<file path="config.mk">
export PLATFORM = sky130hd
export DESIGN_NAME = bcca_ctrl
export DESIGN_NICKNAME = d
export VERILOG_FILES = /design/src/sv/bcca_pkg.sv /design/src/sv/bcca_ctrl.sv
export SDC_FILE = /design/constraint.sdc
export NUM_CORES = 1
export LEC_CHECK = 0
export CAP_MARGIN = 0
export CORE_AREA = 2 2 39 41
export DETAILED_ROUTE_END_ITERATION = 8
export DIE_AREA = 0 0 41 43
export DONT_BUFFER_PORTS = 1
export GPL_ROUTABILITY_DRIVEN = 0
export PLACE_DENSITY = 0.79
export SETUP_SLACK_MARGIN = 0.15
export SLEW_MARGIN = 15
export SYNTH_ARGS = -nofsm -noshare
export SYNTH_HDL_FRONTEND = slang
export SYNTH_SLANG_ARGS = --single-unit
</file>
<file path="constraint.sdc">
create_clock -name clk -period 2.1 [get_ports clk]
set_clock_uncertainty 0.2 [all_clocks]
set_input_delay 0.63 -clock clk [delete_from_list [all_inputs] [get_ports clk]]
set_output_delay 0.63 -clock clk [all_outputs]
set_load 0.02 [all_outputs]
</file>
<file path="src/sv/bcca_pkg.sv">
// Package for the bitmap cluster chain allocator.
// Holds widths, codes, payload structs, controller states and the
// command/status structs that join the controller and the datapath.
package bcca_pkg;

    localparam int CLUSTERS  = 4096;
    localparam int CL_W      = 12;
    localparam int CNT_W     = 13;
    localparam int WORD_W    = 32;
    localparam int BIT_W     = 5;
    localparam int WORDS     = CLUSTERS / WORD_W;
    localparam int WIDX_W    = 7;
    localparam int MODE_W    = 2;
    localparam int ST_W      = 2;
    localparam int AC_W      = 7;
    localparam int CFG_IDX_W = 1;
    localparam int CFG_W     = 13;

    localparam logic [MODE_W-1:0] MODE_ALLOC = 2'd0;
    localparam logic [MODE_W-1:0] MODE_FREE  = 2'd1;
    localparam logic [MODE_W-1:0] MODE_CHECK = 2'd2;

    localparam logic [ST_W-1:0] ST_OK       = 2'd0;
    localparam logic [ST_W-1:0] ST_NO_SPACE = 2'd1;
    localparam logic [ST_W-1:0] ST_BAD      = 2'd2;

    localparam logic [CFG_IDX_W-1:0] CFG_CLUSTER_COUNT = 1'd0;
    localparam logic [CFG_IDX_W-1:0] CFG_RESERVED      = 1'd1;

    localparam logic [CNT_W-1:0] CLUSTER_COUNT_RST = 13'd4096;
    localparam logic [CL_W-1:0]  RESERVED_RST      = 12'd2;

    typedef struct packed {
        logic [MODE_W-1:0] mode;
        logic [CL_W-1:0]   target_cluster;
        logic [CL_W-1:0]   prev_cluster;
        logic [AC_W-1:0]   alloc_count;
    } req_t;

    typedef struct packed {
        logic [CL_W-1:0]  cluster;
        logic             is_free;
        logic [CNT_W-1:0] freed_count;
        logic [ST_W-1:0]  status;
        logic             last;
    } rsp_t;

    typedef enum logic [4:0] {
        S_CLEAR,
        S_IDLE,
        S_DISPATCH,
        S_A_RD,
        S_A_LOAD,
        S_A_FIND,
        S_A_LINK,
        S_RB_RD,
        S_RB_WAIT,
        S_RB_WR,
        S_OUT_RD,
        S_EMIT_RUN,
        S_F_RD,
        S_F_WR,
        S_EMIT
    } state_t;

    typedef enum logic [2:0] {
        KIND_RUN,
        KIND_ZERO,
        KIND_NOSPACE,
        KIND_FREE_OK,
        KIND_FREE_BAD,
        KIND_CHECK,
        KIND_BAD
    } kind_t;

    typedef struct packed {
        logic  clear_step;
        logic  load_item;
        logic  kind_we;
        kind_t kind;
        logic  a_start;
        logic  a_read;
        logic  a_load_buf;
        logic  a_claim;
        logic  a_link;
        logic  a_next_word;
        logic  rb_start;
        logic  run_read;
        logic  rb_read_bm;
        logic  rb_write;
        logic  rb_unlink;
        logic  out_start;
        logic  idx_inc;
        logic  f_start;
        logic  f_read;
        logic  f_write;
        logic  c_read;
        logic  out_load;
    } cmd_t;

    typedef struct packed {
        logic [MODE_W-1:0] mode;
        logic              clr_last;
        logic              want_zero;
        logic              head_bad;
        logic              found;
        logic              word_beyond;
        logic              got_full;
        logic              idx_done;
        logic              idx_last;
        logic              cur_zero;
        logic              cur_bad;
        logic              out_free;
    } sts_t;

endpackage

</file>
<file path="src/sv/bcca_ctrl.sv">
// Controller state machine of the cluster allocator.
// Depends on bcca_pkg; drives bcca_dp through cmd_t and reads sts_t.
module bcca_ctrl (
    input  logic           clk,
    input  logic           rst_n,
    input  logic           req_valid,
    output logic           req_ready,
    input  bcca_pkg::sts_t sts,
    output bcca_pkg::cmd_t cmd
);
    import bcca_pkg::*;

    state_t state_reg;
    state_t state_next;

    always_ff @(posedge clk or negedge rst_n)
    begin
        if (!rst_n)
        begin
            state_reg <= S_CLEAR;
        end
        else
        begin
            state_reg <= state_next;
        end
    end

    always_comb
    begin
        state_next = state_reg;
        cmd        = '0;
        req_ready  = 1'b0;
        case (state_reg)
            S_CLEAR:
            begin
                cmd.clear_step = 1'b1;
                if (sts.clr_last)
                begin
                    state_next = S_IDLE;
                end
            end
            S_IDLE:
            begin
                req_ready = 1'b1;
                if (req_valid)
                begin
                    cmd.load_item = 1'b1;
                    state_next    = S_DISPATCH;
                end
            end
            S_DISPATCH:
            begin
                case (sts.mode)
                    MODE_ALLOC:
                    begin
                        if (sts.want_zero)
                        begin
                            cmd.kind_we = 1'b1;
                            cmd.kind    = KIND_ZERO;
                            state_next  = S_EMIT;
                        end
                        else
                        begin
                            cmd.a_start = 1'b1;
                            state_next  = S_A_RD;
                        end
                    end
                    MODE_FREE:
                    begin
                        cmd.f_start = 1'b1;
                        if (sts.head_bad)
                        begin
                            cmd.kind_we = 1'b1;
                            cmd.kind    = KIND_FREE_BAD;
                            state_next  = S_EMIT;
                        end
                        else
                        begin
                            state_next = S_F_RD;
                        end
                    end
                    MODE_CHECK:
                    begin
                        cmd.c_read  = 1'b1;
                        cmd.kind_we = 1'b1;
                        cmd.kind    = KIND_CHECK;
                        state_next  = S_EMIT;
                    end
                    default:
                    begin
                        cmd.kind_we = 1'b1;
                        cmd.kind    = KIND_BAD;
                        state_next  = S_EMIT;
                    end
                endcase
            end
            S_A_RD:
            begin
                if (sts.word_beyond)
                begin
                    cmd.rb_start = 1'b1;
                    state_next   = S_RB_RD;
                end
                else
                begin
                    cmd.a_read = 1'b1;
                    state_next = S_A_LOAD;
                end
            end
            S_A_LOAD:
            begin
                cmd.a_load_buf = 1'b1;
                state_next     = S_A_FIND;
            end
            S_A_FIND:
            begin
                if (sts.found)
                begin
                    cmd.a_claim = 1'b1;
                    state_next  = S_A_LINK;
                end
                else
                begin
                    cmd.a_next_word = 1'b1;
                    state_next      = S_A_RD;
                end
            end
            S_A_LINK:
            begin
                cmd.a_link = 1'b1;
                if (sts.got_full)
                begin
                    cmd.out_start = 1'b1;
                    cmd.kind_we   = 1'b1;
                    cmd.kind      = KIND_RUN;
                    state_next    = S_OUT_RD;
                end
                else
                begin
                    state_next = S_A_FIND;
                end
            end
            S_RB_RD:
            begin
                if (sts.idx_done)
                begin
                    cmd.rb_unlink = 1'b1;
                    cmd.kind_we   = 1'b1;
                    cmd.kind      = KIND_NOSPACE;
                    state_next    = S_EMIT;
                end
                else
                begin
                    cmd.run_read = 1'b1;
                    state_next   = S_RB_WAIT;
                end
            end
            S_RB_WAIT:
            begin
                cmd.rb_read_bm = 1'b1;
                state_next     = S_RB_WR;
            end
            S_RB_WR:
            begin
                cmd.rb_write = 1'b1;
                cmd.idx_inc  = 1'b1;
                state_next   = S_RB_RD;
            end
            S_OUT_RD:
            begin
                cmd.run_read = 1'b1;
                state_next   = S_EMIT_RUN;
            end
            S_EMIT_RUN:
            begin
                if (sts.out_free)
                begin
                    cmd.out_load = 1'b1;
                    cmd.idx_inc  = 1'b1;
                    state_next   = sts.idx_last ? S_IDLE : S_OUT_RD;
                end
            end
            S_F_RD:
            begin
                if (sts.cur_zero)
                begin
                    cmd.kind_we = 1'b1;
                    cmd.kind    = KIND_FREE_OK;
                    state_next  = S_EMIT;
                end
                else if (sts.cur_bad)
                begin
                    cmd.kind_we = 1'b1;
                    cmd.kind    = KIND_FREE_BAD;
                    state_next  = S_EMIT;
                end
                else
                begin
                    cmd.f_read = 1'b1;
                    state_next = S_F_WR;
                end
            end
            S_F_WR:
            begin
                cmd.f_write = 1'b1;
                state_next  = S_F_RD;
            end
            S_EMIT:
            begin
                if (sts.out_free)
                begin
                    cmd.out_load = 1'b1;
                    state_next   = S_IDLE;
                end
            end
            default:
            begin
                state_next = S_IDLE;
            end
        endcase
    end

endmodule

</file>
==> metrics.txt, run 1 <==
clk sinks 4; DP Wirelength about 2 mm; Placed Cells 151; Post-Syn Nets 126; IO Pins 41; Yosys cell types 42; FF+latch count, synth 4; die height between 40 and 50 um; cell count after synthesis 110; Die X-Extent 41 um; num rows 14; Post-synth EDFFs 0; CTS buffer count 3; Clock Path Buffers 2; Root Buffer clkbuf_4; Run Error [ERROR DPL-0038] Utilization greater than 100%, impossible to legalize; register area share after synthesis a little over an eighth; H-Tree Depth 1; postcts setup bufs 17; IO buf count 0; syn_area_per_cell 6.916 um^2; initial core utilization 54.97%; Cell Area, Synth between 700 and 800 um^2; Async SR Flop Fraction 100.0%; Stopped at clock tree synthesis; Ys Warns 0; status stopped before the end; CTS resizes 50; # hold bufs at CTS 1; Synth Flop Type dfrtp_1
Yosys cell counts (3+ instances only):
cell     count  area share [%]
nor3_1       8             5.3
dfrtp_1      4              13
buf_4        3             3.0
nor2_1      15             7.4
nand2_1     10             4.9
buf_6        5             7.4
inv_1        7             3.5
nor2b_1      4             3.3
a21oi_1      9             5.9
nand3_1      4             2.6
metrics by stage:
| stage | hold slack [ps] | instance area, um^2 | worst slack [ps] |
|---|---|---|---|
| after global placement | 134.5 | 1072 | 19.63 |
| after floorplan | 134.4 | 894.6 | 25.99 |
| after detailed placement | 134.5 | 1072 | -0.5550 |
kinds of logic after synthesis:
group / share of synthesized area, %
flip-flops: 13.16
buffers and inverters: 14.47
AO/OA/AOI/OAI: 23.36
XOR/XNOR: 1.152
AND/OR/NAND/NOR: 45.23
multiplexers: 2.632
==> run 2: changes to the inputs <==
Settings changed: CORE_AREA 2 2 39 41 to 2 2 63 65, DIE_AREA 0 0 41 43 to 0 0 65 67, PLACE_DENSITY 0.79 to default, PLACE_DENSITY_LB_ADDON from default to 0.15, SETUP_SLACK_MARGIN 0.15 to default.
==> run 2 against run 1 <==
The flow now finishes, with violations (negative setup slack). Synthesized area stayed put. Synthesized cell count stayed put.
==> metrics.txt, run 2 <==
status finished, violations left; failing checks negative setup slack; worst setup path category reg2out; DR vias/cell 4.792; drt wl/cell 14.58 um; Post-synth EDFFs 0; die height roughly 67 um; Die X-Extent roughly 65 um; Cell Area, Synth 760.7 um^2; num rows 22; Worst Max-Slew Pin Slew 339.2 ps; Fillers 350; Area Growth Syn to Fin 113.5%; Yosys cell types 42; Async SR Flop Fraction 100.0%; Post-Syn Nets ~130; worst hold path class in2reg; H-Tree Depth 1; register area share after synthesis 13.16%; vias in the first global route 1,032; Max-Cap Viols 0; core area between 3000 and 4000 um^2; synth cell count leaders nor2_1 (15), nand2_1 (10), a21oi_1 (9), nor3_1 (8), inv_1 (7); Final ANT Viol Nets 0; Startpoint Class flop; fin. max-slew vios 0; Via Count 1,035; Synth Flop Type dfrtp_1; setup ws final -156.1 ps; final setup violating endpoints 20; worst vdd ir 0.5231 mV; max frequency 0.4433 GHz; total gr overflow 0; top-area cell type share of the netlist area about an eighth; Ys Warns 0; dpl ws -35.67 ps; worst rel slew slack 77.18%; layout cells sized above 1 about two thirds; n_diodes 0; syn_area_per_cell 6.916 um^2; max reg flops 4; # DRC 0; clk sinks 4; initial antenna violation count 0; Yosys top cell by area dfrtp_1; most frequent cells in the layout buf_4 (34), buf_6 (26), nor2_1 (11); Synth area leaders dfrtp_1 (13%), buf_6 (7.4%), nor2_1 (7.4%); Reg clk slew, reported paths 30 ps; critical path fanouts, max 5; DR iter-0 viols 8; WP data arrival 1430 ps; RSZ-0062 raised after global routing yes; DP Wirelength 2.266 mm; Total Routed Length between 3 and 4 mm; PwrDens around 1600 nW/um^2; pin count of the biggest net entering global routing 10; Tot Pwr 0.002655 W; first-pass GRT wire length between 4 and 5 mm; data required time of the worst path 1270 ps; CTS tree yes; post-route clock period utilization 107.4%; CP endpoint kind output pin; first drt pass iteration count 4; IO Pins 41; gr usage total about 14%; CTS buffer count 3; initial core utilization roughly a fifth; Final #Nets 186; Clock Path Buffers 2; Final min period roughly 2300 ps; cell count after synthesis 110; Die Area 4355 um^2; most common cell after layout, fill and taps aside buf_4; Leak Pwr 0.7049 nW; Root Buffer clkbuf_8; Final Hold Viols 0; FF+latch count, synth 4; Worst-Skew Late Latency 210 ps; most frequent cell after synthesis nor2_1; IO buf count 0
## run 2: cell counts after synthesis
Identical to the previous run, type by type.
## run 2: report_power, final
group / switching [W] / internal, W / total [W]
Sequential: 0.0000860 / 0.000130 / 0.000216
Combinational: 0.00110 / 0.00117 / 0.00228
Clock: 0.0000408 / 0.000122 / 0.000163
## run 2: path summary, 6_finish.rpt
path / from / end / slack, ps / depth (start not counted)
min: sts[0] / state_reg[3]$_DFFE_PN0P_ / 450 / 2
max in group asynchronous: rst_n / state_reg[1]$_DFFE_PN0P_ / 1000 / 1
max: state_reg[2]$_DFFE_PN0P_ / cmd[21] / -160 / 5
max reg2reg: state_reg[0]$_DFFE_PN0P_ / state_reg[0]$_DFFE_PN0P_ / 160 / 8
min in group asynchronous: rst_n / state_reg[3]$_DFFE_PN0P_ / 500 / 1
min reg2reg: state_reg[3]$_DFFE_PN0P_ / state_reg[0]$_DFFE_PN0P_ / 680 / 3
## run 2: cell families (layout without fill, tap and decap cells)
logic type / after synthesis / count (layout) / share of synthesized area, %
flip-flops: 4 / 4 / 13.16
AND/OR/NAND/NOR: 60 / 60 / 45.23
buffers and inverters: 16 / 74 / 14.47
XOR/XNOR: 1 / 1 / 1.152
AO/OA/AOI/OAI: 27 / 27 / 23.36
multiplexers: 2 / 2 / 2.632
## run 2: cell type report
| type | instances | area (um^2) | area share, % |
|---|---|---|---|
| clock buffer | 3 | 41.29 | 2.542 |
| sequential | 4 | 105.1 | 6.471 |
| timing repair buffer | 64 | 613.1 | 37.75 |
| tap | 48 | 60.06 | 3.698 |
| inverter | 7 | 31.28 | 1.926 |
| multi-input combinational | 90 | 773.2 | 47.61 |
## run 2: worst max-delay path: stages, from the launching register on
cell and delay [ps]:
dfrtp_2 440, buf_6 150, and4bb_4 200, nand2_2 60, o211ai_1 110, a21o_1 250
## run 2: through the flow
step | std cells | hold WS, ps | instance area (um^2) | setup TNS [ps] | util, %
global placement | 196 | 134.5 | 1126 | -18.61 | 31.23
global route | 216 | 465.9 | 1624 | -2993 | 45.04
finish | 216 | 447.6 | 1624 | -1729 | 45.04
floorplan | 110 | 134.4 | 797.0 | -80.45 | -
CTS | 205 | 444.5 | 1353 | -1482 | 37.51
detailed placement | 196 | 134.5 | 1126 | -76.14 | 31.23
## run 2: repair_timing
| action | in CTS | in global routing |
|---|---|---|
| hold buffers | 1 | 0 |
| pin swaps | 12 | 18 |
| endpoints found under the hold margin | 4 | 0 |
| resized for setup | 43 | 46 |
| setup buffers | 6 | 12 |
| endpoints found under the setup margin | 25 | 22 |
## run 2: metal layers
metal	wire length, um	track usage, %	vias up
met5	0	0	-
met4	21	2.660	0
met3	113	2.534	2
met2	1642	25.90	19
met1	1372	16.88	497
li1	-	-	517
Note: power is estimated with default switching activity, not from simulation.
==> run 3: changes to the inputs <==
Settings changed: PLACE_DENSITY from default to 0.41, PLACE_DENSITY_LB_ADDON 0.15 to default.
==> run 3 against run 2 <==
The run still ends with negative setup slack left. First-iteration DRC count increased to 2.8 times the previous value. Register-to-register slack improved by 40 ps. Sequential power increased by 2%. Sequential cell count unchanged. Maximum frequency decreased by 1.7%. Combinational power decreased by 16%. Total power decreased by 14%. Via count decreased by 0.87%. Clock-buffer cell count unchanged. Final area decreased by 12%. Global-route usage decreased by 0.26 points. Highest routed layer unchanged.
==> metrics.txt, run 3 (synthesis results as in run 2) <==
Leak Pwr 0.6657 nW; Final ANT Viol Nets 0; most common cell after layout, fill and taps aside buf_4; max incr delay on CP roughly 450 ps; DP Wirelength 2.290 mm; Sw Ratio 47.34%; CTS tree yes; Die Area 4355 um^2; reg2reg path depth 6; data required time of the worst path 1270 ps; Die X-Extent 65 um; worst vdd ir between 0.4 and 0.5 mV; fin. max-slew vios 0; critical path fanouts, max 6; DR iter-0 viols 22; max frequency between 0.4 and 0.5 GHz; worst reg2reg setup slack approximately 200 ps; Worst Max-Slew Pin Slew 400.3 ps; # DRC 0; gr usage total 13.76%; drt wl/cell 14.44 um; Clock Path Buffers 2; Total Routed Length 3.075 mm; DR vias/cell 4.817; n_diodes 0; dpl ws -53.53 ps; Area Growth Syn to Fin 88.49%; CP Cell Sequence nor2_2 -> nand3_2 -> o211ai_1 -> a21o_1; total gr overflow 0; Startpoint Class flop; sequential power share 9.6%; Fillers 343; pin count of the biggest net entering global routing 9; WP depth 4; clk sinks 4; worst setup path category reg2out; core area 3606 um^2; most frequent cells in the layout buf_4 (52), nor2_1 (13), a21oi_1 (8), nand2_1 (8), buf_6 (8); Clk network pwr share 7.1%; initial antenna violation count 0; Max-Cap Viols 0; Reg clk slew, reported paths 30 ps; H-Tree Depth 1; worst r2r src state_reg[1]$_DFFE_PN0P_; CP endpoint kind output pin; CTS buffer count 3; IO Pins 41; post-route clock period utilization 109.3%; Root Buffer clkbuf_8; Final min period 2296 ps; Top delay family on crit path compound AO/OA/AOI/OAI gates; Worst-Skew Late Latency 220 ps; crit path launch state_reg[0]$_DFFE_PN0P_; layout cells sized above 1 a little over three fifths; max reg flops 4; vias in the first global route 1,015; Gate power share 83.3%; crit path to cmd[21]; NetSw 0.001085 W; first-pass GRT wire length 4.698 mm; RSZ-0062 raised after global routing yes; worst hold path class in2reg; die height 67 um; Multi-input gate area 705.7 um^2; Crit path buffers/inverters 0; Via Count 1,026; failing checks negative setup slack; final setup violating endpoints 22; hold path cells 2; WP data arrival 1470 ps; Design Area, Final 1434 um^2; Final Hold Viols 0; worst rel slew slack 73.11%; IO buf count 0; Power Internal 0.001207 W; placed cell area 1134 um^2; Final #Nets approximately 180; status finished, violations left; initial core utilization 21.10%; first drt pass iteration count 4; Reg area 105.1 um^2; setup ws final -195.6 ps; PwrDens 1599 nW/um^2; num rows 22; Crit-path slowest cell dfrtp_2; Critical R2R Capture state_reg[3]$_DFFE_PN0P_
## run 3: changes by cell type in the layout (fill, tap and decap cells not counted), sizes merged
cell / before / now
buf: 63 / 60
## run 3: repair_timing
item / 4_1_cts / 5_1_grt
buffers inserted: 9 / 4
gates resized for setup: 42 / 9
endpoints found under the hold margin: 4 / 0
hold buffers: 1 / 0
setup endpoints to repair: 24 / 24
pin swaps: 13 / 9
## run 3: worst min-delay path by stage
| stage | from | endpoint | slack (ps) |
|---|---|---|---|
| global placement | rst_n | state_reg[0]$_DFFE_PN0P_ | 130 |
| floorplan | rst_n | state_reg[0]$_DFFE_PN0P_ | 130 |
| finish | sts[0] | state_reg[1]$_DFFE_PN0P_ | 470 |
| global route | sts[0] | state_reg[1]$_DFFE_PN0P_ | 480 |
| detailed placement | rst_n | state_reg[0]$_DFFE_PN0P_ | 130 |
| CTS | sts[0] | state_reg[3]$_DFFE_PN0P_ | 470 |
## run 3: worst reg2reg max path, cell delays in order, from the launching register on
cell	delay (ps)
dfrtp_2	460
buf_4	160
buf_4	160
nor4_4	380
and3b_1	250
inv_1	90
o21ai_1	80
## run 3: final cells by class
class                           count  share of cell area, %
Timing Repair Buffer               61                  34.21
Multi-Input combinational cell     90                  49.21
Tap cell                           48                  4.188
Inverter                            7                  2.181
Clock buffer                        3                  2.880
Sequential cell                     4                  7.330
## run 3: power by group through the flow
stage,Combinational (W),Sequential (W),Clock (W)
floorplan,0.00101,0.000148,0
global placement,0.00147,0.000206,0
detailed placement,0.00147,0.000204,0
CTS,0.00181,0.000213,0.000165
global route,0.00206,0.000227,0.000170
finish,0.00191,0.000221,0.000162
## run 3: routing by layer
| metal | track usage [%] | wire (um) | up-vias |
|---|---|---|---|
| li1 | - | - | 505 |
| met1 | 15.87 | 1239 | 485 |
| met3 | 5.743 | 219 | 2 |
| met5 | 0 | 0 | - |
| met4 | 1.596 | 12 | 0 |
| met2 | 24.36 | 1604 | 34 |
## run 3: stage by stage
stage | hold slack [ps] | std cells | utilization, % | setup TNS (ps) | power (W)
detailed placement | 134.6 | 197 | 31.44 | -136.6 | 0.001675
floorplan | 134.4 | 110 | - | -80.45 | 0.001162
finish | 474.0 | 213 | 39.76 | -2171 | 0.002292
global placement | 134.6 | 197 | 31.44 | -51.93 | 0.001676
CTS | 467.5 | 210 | 38.38 | -1955 | 0.002191
global route | 475.4 | 213 | 39.76 | -3331 | 0.002455
==> run 4: changes to the inputs <==
Settings changed: PLACE_DENSITY 0.41 to 0.3.
==> run 4 against run 3 <==
Core utilization grew 3.5 points. The flow still finishes with violations (negative setup slack). Highest routed layer unchanged. Critical path type unchanged. Sequential power grew 2%. Hold slack lost 5.9 ps.
==> metrics.txt, run 4 (synthesis results as in run 2) <==
status finished, violations left; failing checks negative setup slack; PwrDens 1598 nW/um^2; worst reg2reg setup slack 0 ps; Gate power share 84.2%; Critical R2R Capture state_reg[1]$_DFFE_PN0P_; most common cell after layout, fill and taps aside buf_4; Crit path buffers/inverters 0; worst r2r src state_reg[2]$_DFFE_PN0P_; total gr overflow 0; data required time of the worst path 1270 ps; n_diodes 0; Via Count approximately 1,100; die height 67 um; pin count of the biggest net entering global routing 10; crit path launch state_reg[3]$_DFFE_PN0P_; sequential power share 9.0%; Final #Nets 188; DR iter-0 viols 47; drt wl/cell 14.88 um; Hold Crit Endpoint state_reg[3]$_DFFE_PN0P_; critical path fanouts, max 7; layout cells sized above 1 62.35%; clk sinks 4; dpl ws -19.64 ps; Sw Ratio between 40 and 50%; Root Buffer clkbuf_8; RSZ-0062 raised after global routing yes; Final min period approximately 2200 ps; Clk network pwr share 6.8%; worst setup path category reg2out; met2 wire length 1.637 mm; Leak Pwr between 0.7 and 0.8 nW; final setup violating endpoints 21; # DRC 0; setup ws final -142.6 ps; Power Internal 0.001337 W; WHS 468.1 ps; H-Tree Depth 1; post-route clock period utilization 106.8%; setup TNS -1609 ps; NetSw 0.001157 W; Final ANT Viol Nets 0; Clock Path Buffers 2; first-pass GRT wire length 5.050 mm; IO Pins 41; DR vias/cell 4.858; num rows 22; Reg clk slew, reported paths about 30 ps; Final Hold Viols 0; max reg flops 4; Startpoint Class flop; Die X-Extent between 60 and 70 um; Crit-path slowest cell dfrtp_2; core area 3606 um^2; Area Growth Syn to Fin 105.1%; worst vdd ir 0.5355 mV; fin. max-slew vios 0; Die Area between 4000 and 5000 um^2; WP data arrival approximately 1400 ps; IO buf count 0; Max-Cap Viols 0; hold path cells 2; Hold Startpoint sts[0]; max layer used met4; DP Wirelength 2.380 mm; initial antenna violation count 0; initial core utilization about a fifth; worst hold path class in2reg; most frequent cells in the layout buf_4 (40), buf_6 (23), nor2_1 (11); Top delay family on crit path flip-flops; CTS buffer count 3; routed length on met1 1.382 mm; worst rel slew slack 71.80%; Worst-Skew Late Latency 220 ps; first drt pass iteration count 3; max incr delay on CP 460 ps; Total Routed Length 3.244 mm; gr usage total between 10% and 20%; CP endpoint kind output pin; reg2reg path depth 10; CP Cell Sequence nor2b_1 -> nand4_1 -> o211ai_1 -> a21o_1; vias in the first global route a little over 1,000; CTS tree yes; met3 WL 204 um; Worst Max-Slew Pin Slew 422.9 ps; max frequency 0.4459 GHz
-- run 4: cell types whose count changed in the layout (fill, tap and decap cells not counted), sizes merged --
cell  previous run  this run
buf             60        65
-- run 4: final cells by class --
cell class / instances / area (um^2)
Inverter: 7 / 33.78
Tap cell: 48 / 60.06
Fill cell: 368 / 2046
Multi-Input combinational cell: 90 / 720.7
Sequential cell: 4 / 105.1
Clock buffer: 3 / 41.29
Timing Repair Buffer: 66 / 599.3
-- run 4: per-stage QoR --
step	util [%]	power [W]	instances	cell area, um^2
after floorplan	-	0.001162	110	797.0
final	43.27	0.002493	218	1560
after CTS	39.00	0.002223	213	1406
after detailed placement	31.23	0.001688	196	1126
after global routing	43.27	0.002667	218	1560
after global placement	31.23	0.001683	196	1126
-- run 4: per-layer routing --
metal	vias to the layer above	GRT usage (%)
li1	519	-
met1	506	18.91
met2	32	26.03
met3	2	3.209
met4	0	3.191
met5	-	0
-- run 4: timing repair --
action                                  4_1_cts  5_1_grt
endpoints found under the setup margin       25       26
endpoints found under the hold margin         4        0
hold buffers                                  1        0
setup buffers                                13        6
cloned                                        0        0
resized for setup                            42       28
pin swaps                                    12        9
-- run 4: worst max-delay path by stage --
stage	endpoint	slack, ps	cells after the start
after global routing	cmd[4]	-210	6
after global placement	cmd[21]	-9	2
after floorplan	cmd[20]	-80	4
after detailed placement	cmd[21]	-20	2
final	cmd[21]	-140	4
after CTS	cmd[21]	-130	4
-- run 4: power by group through the flow --
stage | Sequential [W] | Clock (W) | Combinational (W)
6_report | 0.000225 | 0.000169 | 0.00210
5_1_grt | 0.000232 | 0.000181 | 0.00225
3_3_place_gp | 0.000203 | 0 | 0.00148
2_1_floorplan | 0.000148 | 0 | 0.00101
3_5_place_dp | 0.000206 | 0 | 0.00148
4_1_cts | 0.000223 | 0.000169 | 0.00183
-- run 4: worst register-to-register path, stage by stage, from the launching register on --
cell	delay, ps
dfrtp_2	450
nor2b_1	170
nand4_1	140
o211ai_1	130
buf_4	150
buf_6	110
buf_6	100
buf_6	100
buf_6	100
nor4_4	220
o21ai_1	90
